**src/hdl/wavhp_pkg.sv**
```systemverilog
// Package for the WAV header parser: transaction and result types,
// status and sample format codes, and the RIFF chunk tags.
// Has no dependencies; every other file of the block imports it.
package wavhp_pkg;

    localparam int OUT_DATA_W = 120;

    localparam logic [1:0] ST_OK          = 2'd0;
    localparam logic [1:0] ST_BROKEN      = 2'd1;
    localparam logic [1:0] ST_UNSUPPORTED = 2'd2;

    localparam logic [1:0] SF_NONE  = 2'd0;
    localparam logic [1:0] SF_S16   = 2'd1;
    localparam logic [1:0] SF_S24   = 2'd2;

    localparam logic [31:0] TAG_RIFF = 32'h4646_4952;
    localparam logic [31:0] TAG_WAVE = 32'h4556_4157;
    localparam logic [31:0] TAG_FMT  = 32'h2074_6D66;
    localparam logic [31:0] TAG_DATA = 32'h6174_6164;

    localparam logic [15:0] PCM_TAG    = 16'd1;
    localparam logic [31:0] FMT_MIN_SZ = 32'd16;
    localparam logic [15:0] DEPTH_16   = 16'd16;
    localparam logic [15:0] DEPTH_24   = 16'd24;

    typedef struct packed {
        logic       first;
        logic [7:0] data;
    } t_item;

    typedef struct packed {
        logic [32:0] data_end;
        logic [12:0] data_begin;
        logic [1:0]  sample_format;
        logic [15:0] bits_per_sample;
        logic [31:0] sample_rate;
        logic [15:0] channel_count;
        logic [1:0]  parse_status;
    } t_result;

endpackage

```
**src/hdl/wavhp_in_stage.sv**
```systemverilog
// Input register of the WAV header parser: holds one accepted byte
// until the parse stage takes it. Depends on wavhp_pkg.
module wavhp_in_stage
    import wavhp_pkg::*;
(
    input  logic  i_clk,
    input  logic  i_rst_n,
    input  logic  i_valid,
    output logic  o_ready,
    input  t_item i_item,
    input  logic  i_take,
    output logic  o_valid,
    output t_item o_item
);

    logic  r_valid;
    t_item r_item;

    assign o_ready = !r_valid || i_take;
    assign o_valid = r_valid;
    assign o_item  = r_item;

    always_ff @(posedge i_clk) begin
        if (!i_rst_n) begin
            r_valid <= 1'b0;
        end else if (o_ready) begin
            r_valid <= i_valid;
        end
    end

    always_ff @(posedge i_clk) begin
        if (o_ready && i_valid) begin
            r_item <= i_item;
        end
    end

endmodule

```
**src/hdl/wavhp_parse.sv**
```systemverilog
// Parse stage of the WAV header parser: the byte counter, chunk walker
// and captured fmt fields, updated once per byte. Depends on wavhp_pkg.
module wavhp_parse
    import wavhp_pkg::*;
#(
    parameter int WINDOW_BYTES  = 4096,
    parameter int SEARCH_MARGIN = 256
) (
    input  logic    i_clk,
    input  logic    i_rst_n,
    input  logic    i_valid,
    input  logic    i_step,
    input  t_item   i_item,
    output logic    o_emit,
    output t_result o_result
);

    localparam int CNT_W = $clog2(WINDOW_BYTES + 1);
    localparam int CS_W  = $clog2(WINDOW_BYTES);

    localparam logic [2:0] PH_HEADER      = 3'd0;
    localparam logic [2:0] PH_FMT_SEARCH  = 3'd1;
    localparam logic [2:0] PH_FMT_BODY    = 3'd2;
    localparam logic [2:0] PH_DATA_SEARCH = 3'd3;
    localparam logic [2:0] PH_DATA_SIZE   = 3'd4;
    localparam logic [2:0] PH_DONE        = 3'd5;

    localparam logic [CNT_W-1:0] WIN       = CNT_W'(WINDOW_BYTES);
    localparam logic [CNT_W-1:0] FMT_LIM   = CNT_W'(WINDOW_BYTES - 23);
    localparam logic [CNT_W-1:0] DATA_LIM  = CNT_W'(WINDOW_BYTES - 7);
    localparam logic [CNT_W-1:0] SRCH_LIM  = CNT_W'(WINDOW_BYTES - SEARCH_MARGIN);
    localparam logic [33:0]      NEXT_LIM  = 34'(WINDOW_BYTES - 11);
    localparam logic [CS_W-1:0]  FIRST_CS  = CS_W'(12);

    logic [CNT_W-1:0] r_count,  n_count,  c_count;
    logic [CS_W-1:0]  r_cs,     n_cs,     c_cs;
    logic [2:0]       r_phase,  n_phase,  c_phase;
    logic [31:0]      r_tag,    n_tag,    c_tag;
    logic [31:0]      r_size,   n_size,   c_size;
    logic [15:0]      r_chan,   n_chan,   c_chan;
    logic [31:0]      r_rate,   n_rate,   c_rate;
    logic [15:0]      r_depth,  n_depth,  c_depth;

    logic [7:0]       b;
    logic [31:0]      tag_next, size_next;
    logic [CNT_W-1:0] cs_ext, rel;
    logic [33:0]      chunk_sum, begin_w, end_w;
    logic             fin;
    logic             full;
    logic [1:0]       status, fmt;

    assign b        = i_item.data;
    assign c_count  = i_item.first ? '0        : r_count;
    assign c_cs     = i_item.first ? FIRST_CS  : r_cs;
    assign c_phase  = i_item.first ? PH_HEADER : r_phase;
    assign c_tag    = i_item.first ? '0        : r_tag;
    assign c_size   = i_item.first ? '0        : r_size;
    assign c_chan   = i_item.first ? '0        : r_chan;
    assign c_rate   = i_item.first ? '0        : r_rate;
    assign c_depth  = i_item.first ? '0        : r_depth;

    assign tag_next  = {b, c_tag[31:8]};
    assign size_next = {b, c_size[31:8]};
    assign cs_ext    = CNT_W'(c_cs);
    assign rel       = c_count - cs_ext;
    assign chunk_sum = 34'(c_cs) + 34'(size_next);
    assign begin_w   = 34'(c_cs) + 34'd8;
    assign end_w     = begin_w + 34'(size_next);

    always_comb begin
        n_count = c_count;
        n_cs    = c_cs;
        n_phase = c_phase;
        n_tag   = c_tag;
        n_size  = c_size;
        n_chan  = c_chan;
        n_rate  = c_rate;
        n_depth = c_depth;
        fin     = 1'b0;
        full    = 1'b0;
        status  = ST_BROKEN;
        fmt     = SF_NONE;

        if (c_phase != PH_DONE) begin
            if (c_count < WIN) begin
                n_count = c_count + CNT_W'(1);
            end
            if (c_count >= WIN) begin
                fin = 1'b1;
            end else begin
                unique case (c_phase)
                    PH_HEADER: begin
                        n_tag = tag_next;
                        if (c_count == CNT_W'(3) && tag_next != TAG_RIFF) begin
                            fin = 1'b1;
                        end
                        if (c_count == CNT_W'(11)) begin
                            if (tag_next != TAG_WAVE) begin
                                fin = 1'b1;
                            end else begin
                                n_phase = PH_FMT_SEARCH;
                                n_cs    = FIRST_CS;
                            end
                        end
                    end
                    PH_FMT_SEARCH, PH_DATA_SEARCH: begin
                        if (c_count >= cs_ext) begin
                            if (rel < CNT_W'(4)) begin
                                n_tag = tag_next;
                                if (rel == CNT_W'(3)) begin
                                    if (c_phase == PH_FMT_SEARCH && tag_next == TAG_FMT) begin
                                        if (cs_ext >= FMT_LIM) begin
                                            fin = 1'b1;
                                        end
                                        n_phase = PH_FMT_BODY;
                                    end else if (c_phase == PH_DATA_SEARCH &&
                                                 tag_next == TAG_DATA) begin
                                        if (cs_ext >= DATA_LIM) begin
                                            fin = 1'b1;
                                        end
                                        n_phase = PH_DATA_SIZE;
                                    end else if (cs_ext >= SRCH_LIM) begin
                                        fin = 1'b1;
                                    end
                                end
                            end else if (rel < CNT_W'(8)) begin
                                n_size = size_next;
                                if (rel == CNT_W'(7)) begin
                                    if (chunk_sum >= NEXT_LIM) begin
                                        fin = 1'b1;
                                    end
                                    n_cs = CS_W'(chunk_sum + 34'd8);
                                end
                            end
                        end
                    end
                    PH_FMT_BODY: begin
                        if (c_count >= cs_ext) begin
                            if (rel >= CNT_W'(4) && rel < CNT_W'(8)) begin
                                n_size = size_next;
                            end else if (rel == CNT_W'(8) || rel == CNT_W'(9)) begin
                                n_tag = tag_next;
                                if (rel == CNT_W'(9) && tag_next[31:16] != PCM_TAG) begin
                                    fin    = 1'b1;
                                    status = ST_UNSUPPORTED;
                                end
                            end else if (rel == CNT_W'(10) || rel == CNT_W'(11)) begin
                                n_chan = {b, c_chan[15:8]};
                            end else if (rel >= CNT_W'(12) && rel < CNT_W'(16)) begin
                                n_rate = {b, c_rate[31:8]};
                            end else if (rel == CNT_W'(22) || rel == CNT_W'(23)) begin
                                n_depth = {b, c_depth[15:8]};
                                if (rel == CNT_W'(23)) begin
                                    if (c_size < FMT_MIN_SZ) begin
                                        fin = 1'b1;
                                    end else if (34'(c_cs) + 34'(c_size) >= NEXT_LIM) begin
                                        fin = 1'b1;
                                    end
                                    n_cs    = CS_W'(34'(c_cs) + 34'(c_size) + 34'd8);
                                    n_phase = PH_DATA_SEARCH;
                                end
                            end
                        end
                    end
                    PH_DATA_SIZE: begin
                        if (c_count >= cs_ext && rel >= CNT_W'(4) && rel < CNT_W'(8)) begin
                            n_size = size_next;
                            if (rel == CNT_W'(7)) begin
                                fin  = 1'b1;
                                full = 1'b1;
                                if (c_depth == DEPTH_16) begin
                                    status = ST_OK;
                                    fmt    = SF_S16;
                                end else if (c_depth == DEPTH_24) begin
                                    status = ST_OK;
                                    fmt    = SF_S24;
                                end else begin
                                    status = ST_UNSUPPORTED;
                                end
                            end
                        end
                    end
                    default: begin
                        fin = 1'b1;
                    end
                endcase
            end
            if (fin) begin
                n_phase = PH_DONE;
            end
        end
    end

    assign o_emit = i_valid && fin;

    always_comb begin
        o_result               = '0;
        o_result.parse_status  = status;
        if (full) begin
            o_result.channel_count   = c_chan;
            o_result.sample_rate     = c_rate;
            o_result.bits_per_sample = c_depth;
            o_result.sample_format   = fmt;
            o_result.data_begin      = begin_w[12:0];
            o_result.data_end        = end_w[32:0];
        end
    end

    always_ff @(posedge i_clk) begin
        if (!i_rst_n) begin
            r_count <= '0;
            r_cs    <= FIRST_CS;
            r_phase <= PH_HEADER;
            r_tag   <= '0;
            r_size  <= '0;
            r_chan  <= '0;
            r_rate  <= '0;
            r_depth <= '0;
        end else if (i_step) begin
            r_count <= n_count;
            r_cs    <= n_cs;
            r_phase <= n_phase;
            r_tag   <= n_tag;
            r_size  <= n_size;
            r_chan  <= n_chan;
            r_rate  <= n_rate;
            r_depth <= n_depth;
        end
    end

endmodule

```
**src/hdl/wav_header_parser_unit.sv**
```systemverilog
// Top level of the WAV header parser: input register, parse stage and
// result register. Depends on wavhp_pkg, wavhp_in_stage and wavhp_parse.
//
// The slave stream carries a WAV file one byte per transaction, and
// tuser bit 0 marks the byte at file offset zero, which restarts the parse.
// The master stream carries one result transaction per parse: status,
// fmt fields, data chunk offsets and the sample format.
// Each byte is registered at acceptance and runs through the parse logic
// from the input register; a result it causes is registered in the result
// register at the master side. One byte per cycle is sustained except in
// the stall below; the limit is the per-byte update of the parse state.
// After reset the parse waits for offset zero, and the first byte counts as
// offset zero even without the tuser mark. While a result waits for the
// receiver, bytes that decide nothing keep flowing; a byte that would cause
// a new result is held in the input register, which then stops the slave
// side. Bytes after a result are dropped until the next offset-zero mark.
module wav_header_parser_unit
    import wavhp_pkg::*;
#(
    parameter int WINDOW_BYTES  = 4096,
    parameter int SEARCH_MARGIN = 256
) (
    input  logic                  i_clk,
    input  logic                  i_rst_n,
    input  logic                  i_s_axis_tvalid,
    output logic                  o_s_axis_tready,
    input  logic [7:0]            i_s_axis_tdata,  // file_byte
    input  logic [0:0]            i_s_axis_tuser,  // first_byte
    output logic                  o_m_axis_tvalid,
    input  logic                  i_m_axis_tready,
    // parse_status, channel_count, sample_rate, bits_per_sample,
    // sample_format, data_begin, data_end, zero fill
    output logic [OUT_DATA_W-1:0] o_m_axis_tdata
);

    t_item   in_item, held_item;
    logic    held_valid, step, emit;
    t_result result;
    logic    r_out_valid;
    t_result r_out;

    assign in_item.first = i_s_axis_tuser[0];
    assign in_item.data  = i_s_axis_tdata;

    wavhp_in_stage u_in (
        .i_clk   (i_clk),
        .i_rst_n (i_rst_n),
        .i_valid (i_s_axis_tvalid),
        .o_ready (o_s_axis_tready),
        .i_item  (in_item),
        .i_take  (step),
        .o_valid (held_valid),
        .o_item  (held_item)
    );

    wavhp_parse #(
        .WINDOW_BYTES  (WINDOW_BYTES),
        .SEARCH_MARGIN (SEARCH_MARGIN)
    ) u_parse (
        .i_clk    (i_clk),
        .i_rst_n  (i_rst_n),
        .i_valid  (held_valid),
        .i_step   (step),
        .i_item   (held_item),
        .o_emit   (emit),
        .o_result (result)
    );

    assign step = held_valid && (!emit || !r_out_valid || i_m_axis_tready);

    always_ff @(posedge i_clk) begin
        if (!i_rst_n) begin
            r_out_valid <= 1'b0;
        end else if (step && emit) begin
            r_out_valid <= 1'b1;
        end else if (i_m_axis_tready) begin
            r_out_valid <= 1'b0;
        end
    end

    always_ff @(posedge i_clk) begin
        if (step && emit) begin
            r_out <= result;
        end
    end

    assign o_m_axis_tvalid = r_out_valid;
    assign o_m_axis_tdata  = {(OUT_DATA_W - $bits(t_result))'(0), r_out};

    a_broken_zero: assert property (@(posedge i_clk) disable iff (!i_rst_n)
        (r_out_valid && r_out.parse_status == ST_BROKEN) |->
        (r_out.channel_count == '0 && r_out.sample_rate == '0 &&
         r_out.data_begin == '0 && r_out.data_end == '0))
        else $error("broken header result carries nonzero fields");

    a_format_ok: assert property (@(posedge i_clk) disable iff (!i_rst_n)
        (r_out_valid && r_out.sample_format != SF_NONE) |->
        (r_out.parse_status == ST_OK))
        else $error("sample format set on a failed parse");

    a_stall_held: assert property (@(posedge i_clk) disable iff (!i_rst_n)
        !o_s_axis_tready |-> (held_valid && emit && r_out_valid))
        else $error("slave side stalled without a pending result");

endmodule
```
**config.mk**
```make
export PLATFORM = sky130hd
export DESIGN_NAME = wav_header_parser_unit
export DESIGN_NICKNAME = d
export VERILOG_FILES = /design/src/hdl/wavhp_pkg.sv /design/src/hdl/wavhp_in_stage.sv /design/src/hdl/wavhp_parse.sv /design/src/hdl/wav_header_parser_unit.sv
export SDC_FILE = /design/constraint.sdc
export NUM_CORES = 1
export LEC_CHECK = 0
export CAP_MARGIN = 5
export CORE_ASPECT_RATIO = 1.4
export CORE_UTILIZATION = 50
export DETAILED_ROUTE_END_ITERATION = 10
export DONT_BUFFER_PORTS = 1
export SYNTH_ARGS = -nofsm -noshare
export SYNTH_HDL_FRONTEND = slang
export SYNTH_HIERARCHICAL = 1
export SYNTH_SLANG_ARGS = --single-unit
```
**constraint.sdc**
```tcl
create_clock -name i_clk -period 19.8 [get_ports i_clk]
set_input_delay 3.96 -clock i_clk [delete_from_list [all_inputs] [get_ports i_clk]]
set_output_delay 3.96 -clock i_clk [all_outputs]
set_load 0.01 [all_outputs]
```
==> metrics.txt <==
status finished, final reports clean; first-pass GRT wire length 85.0 mm; Detailed Route Iter0 Violations 1384; fraction of layout cells with a size suffix above 1 6.02%; RSZ-0062 raised after global routing no; # DRC 0; Async S/R FF share, synth 0%; Vias 15000; worst slack, placed 10170 ps; Worst path top cell family by delay simple AND/OR/NAND/NOR gates; fillers 3079; Max Clk Rate 96.1 MHz; Post-Place Cells 2250; post-synthesis cell count 1937; Slew HR 19.3%; post-DP HPWL 40.0 mm; IO buf count 0; met1 usage 41.1%; total CTS buffers 28; cell area after synthesis 16700 µm²; P per Cell Area 68.4 nW/µm²; Period Utilization, post-route 52.6%; Critical Path Fanout Max 33; Core ar. 32600 µm²; Ys Warns 6; CTS tree yes; Multi-input gate area 9140 µm²; standard-cell rows 78; Vias/cell 6.50; met3 usage 4.22%; clk buf depth 3; average wire per standard cell 24.3 µm; top_reg_cell synth dfxtp_1; Seq. cell area 6700 µm²; Slew @ Worst Pin 1200 ps; Worst Path Required 15840 ps; # hold bufs at CTS 0; fin. max-slew vios 0; nets 1897; die width 156 µm; VDD IR max 0.0611 mV; vias in the first global route 14000; Fin. Hold Viols 0; HP Class flip-flop to flip-flop; top-level port count 135; CP dominant cell by count nand2_1; Tmin final 10410 ps; sequential area share after synthesis 40.1%; Layout Cells excl Fill 2302; CTS H-tree lvls 1; CTS clock-pin slew for the worst setup and hold paths 60 ps; Post-CTS Setup Bufs 0; latest clock arrival within the worst-skew pair 580 ps; Area Growth Syn to Fin 5.91%; Final setup viols 0; Root Buffer clkbuf_16; die height 218 µm; sum of negative setup slack 0 ps; crit end category output port; total wire length 56.0 mm; # resized after CTS 0; ANT cells 0; largest net degree at the start of global routing 86; grt total ovfl 0; Die ar. 34100 µm²; Power Total 1.21 mW; antenna viol nets, final 0; GP Congestion 0.984; critical path launch point type flip-flop; Slowest-stage cell, CP nor4_1; CTS sink cnt 273; GRT met2 Usage 53.9%; critical path class flip-flop to output port; clk_skew 25.3 ps; number of synthesized flops with an enable pin 123; post-synthesis register bit count 273; Buf/Inv on CP 3; Largest stage delay, worst path 810 ps; Leak Pwr 6.68 nW; starting density of the core 51.2%; Max-Cap Viols 0; critical path, cell by cell clkinv_1, buf_4, nand2_1, inv_1, ha_1, and2b_1, nand2_1, o31ai_1, and3_1, nor3_1, nand4b_4, nor4_1, nand2_1, nor2_1, a221oi_2, a21oi_1, a21boi_2, nand2b_4; Avg Cell Area, Syn 8.62 µm²; Pre-antenna DRT Iters 6; WP data arrival 6450 ps; initial antenna violation count 1; worst setup slack after layout 9390 ps; synth unique cells 100; grt peak-use layer met2; gr usage total 32.5%
state kept, by name, summed over array words and instances (netlist names), 9 cells and up:
register         flops
o_m_axis_tdata     114
u_in/o_item          9
u_parse/r_chan      16
u_parse/r_count     13
u_parse/r_cs        12
u_parse/r_depth     16
u_parse/r_rate      32
u_parse/r_size      32
u_parse/r_tag       24
worst reg2reg max path, stage by stage (launching register included):
cell,delay [ps]
edfxtp_1,460
clkinv_1,430
buf_4,430
nand2_1,190
inv_1,140
ha_1,380
a211oi_1,510
o211ai_1,160
a22o_1,240
o21ai_2,110
a2111oi_0,140
a2bb2oi_1,180
or4_1,500
nor4_1,600
o311ai_1,250
a221oi_2,430
a21oi_1,170
a21boi_2,170
buf_4,430
nand2_1,640
nor2_1,320
and3_1,990
nand2_1,270
a21oi_1,190
cell usage in the layout, fill, tap and decap left out, drive strengths merged, types with 19 or more instances in the layout:
cell type and n:
a211oi 20, a21oi 122, a22o 42, a31oi 24
and2 23, and3 104, buf 27, clkbuf 34
dfxtp 150, edfxtp 123, ha 41, inv 47
mux2i 19, nand2 173, nand2b 24, nand3 97
nand4 23, nor2 179, nor2b 48, nor3 59
nor4 31, o21ai 91, xnor2 58, xor2 39
Yosys cell counts (42+ instances only):
cell | count | share of area (%)
nand3_1 | 96 | 2.9
a21oi_1 | 122 | 3.7
nor3_1 | 58 | 1.7
clkbuf_1 | 113 | 2.5
and3_1 | 104 | 3.9
o21ai_0 | 85 | 2.5
dfxtp_1 | 150 | 18
nor2_1 | 179 | 4.0
xnor2_1 | 58 | 3.0
inv_1 | 45 | 1.0
edfxtp_1 | 123 | 22
a22o_1 | 42 | 2.2
nand2_1 | 173 | 3.9
nor2b_1 | 45 | 1.7
metal layers:
metal  vias to the layer above  share of wire [%]
met2                       727                 47
met4                         2                5.4
met3                       191                7.1
li1                       6889                  -
met5                         -              0.020
met1                      7148                 40
logic make-up after synthesis:
| kind of cell | share of synthesized area (%) |
|---|---|
| buf+inv | 5.30 |
| mux | 1.14 |
| simple gates | 25.8 |
| flops | 40.1 |
| fa+ha+maj | 3.43 |
| other cells | 0.0225 |
| compound gates | 19.0 |
| xor+xnor | 5.09 |
stage by stage:
stage,instance area (µm²),utilization [%],hold slack (ps)
floorplan,16700,-,437
global placement,16800,51.4,447
detailed placement,16800,51.4,455
CTS,17700,54.2,463
global route,17700,54.2,488
finish,17700,54.2,462
report_power, final:
group | leakage (nW) | switching, mW | total, mW | internal, mW
Combinational | 3.63 | 0.0566 | 0.0787 | 0.0221
Clock | 0.439 | 0.231 | 0.530 | 0.298
Sequential | 2.62 | 0.0111 | 0.601 | 0.589
area by class of cell:
class,instances,area share (%)
Sequential cell,273,37.9
Multi-Input combinational cell,1464,51.7
Inverter,46,0.977
Clock buffer,34,4.27
Clock inverter,18,0.885
Timing Repair Buffer,27,1.15
Tap cell,440,3.11
final timing paths:
check                                       start  cells past startpoint                  to  slack [ps]
worst max-delay path               u_in/o_item[8]                     18     o_s_axis_tready        9390
worst max register to register     u_in/o_item[8]                     23  u_parse/r_rate[12]       11390
worst min register to register  u_parse/r_rate[7]                      2   u_parse/r_rate[7]         460
worst min-delay path            u_parse/r_rate[7]                      2   u_parse/r_rate[7]         460
(Power assumes the default switching activity.)
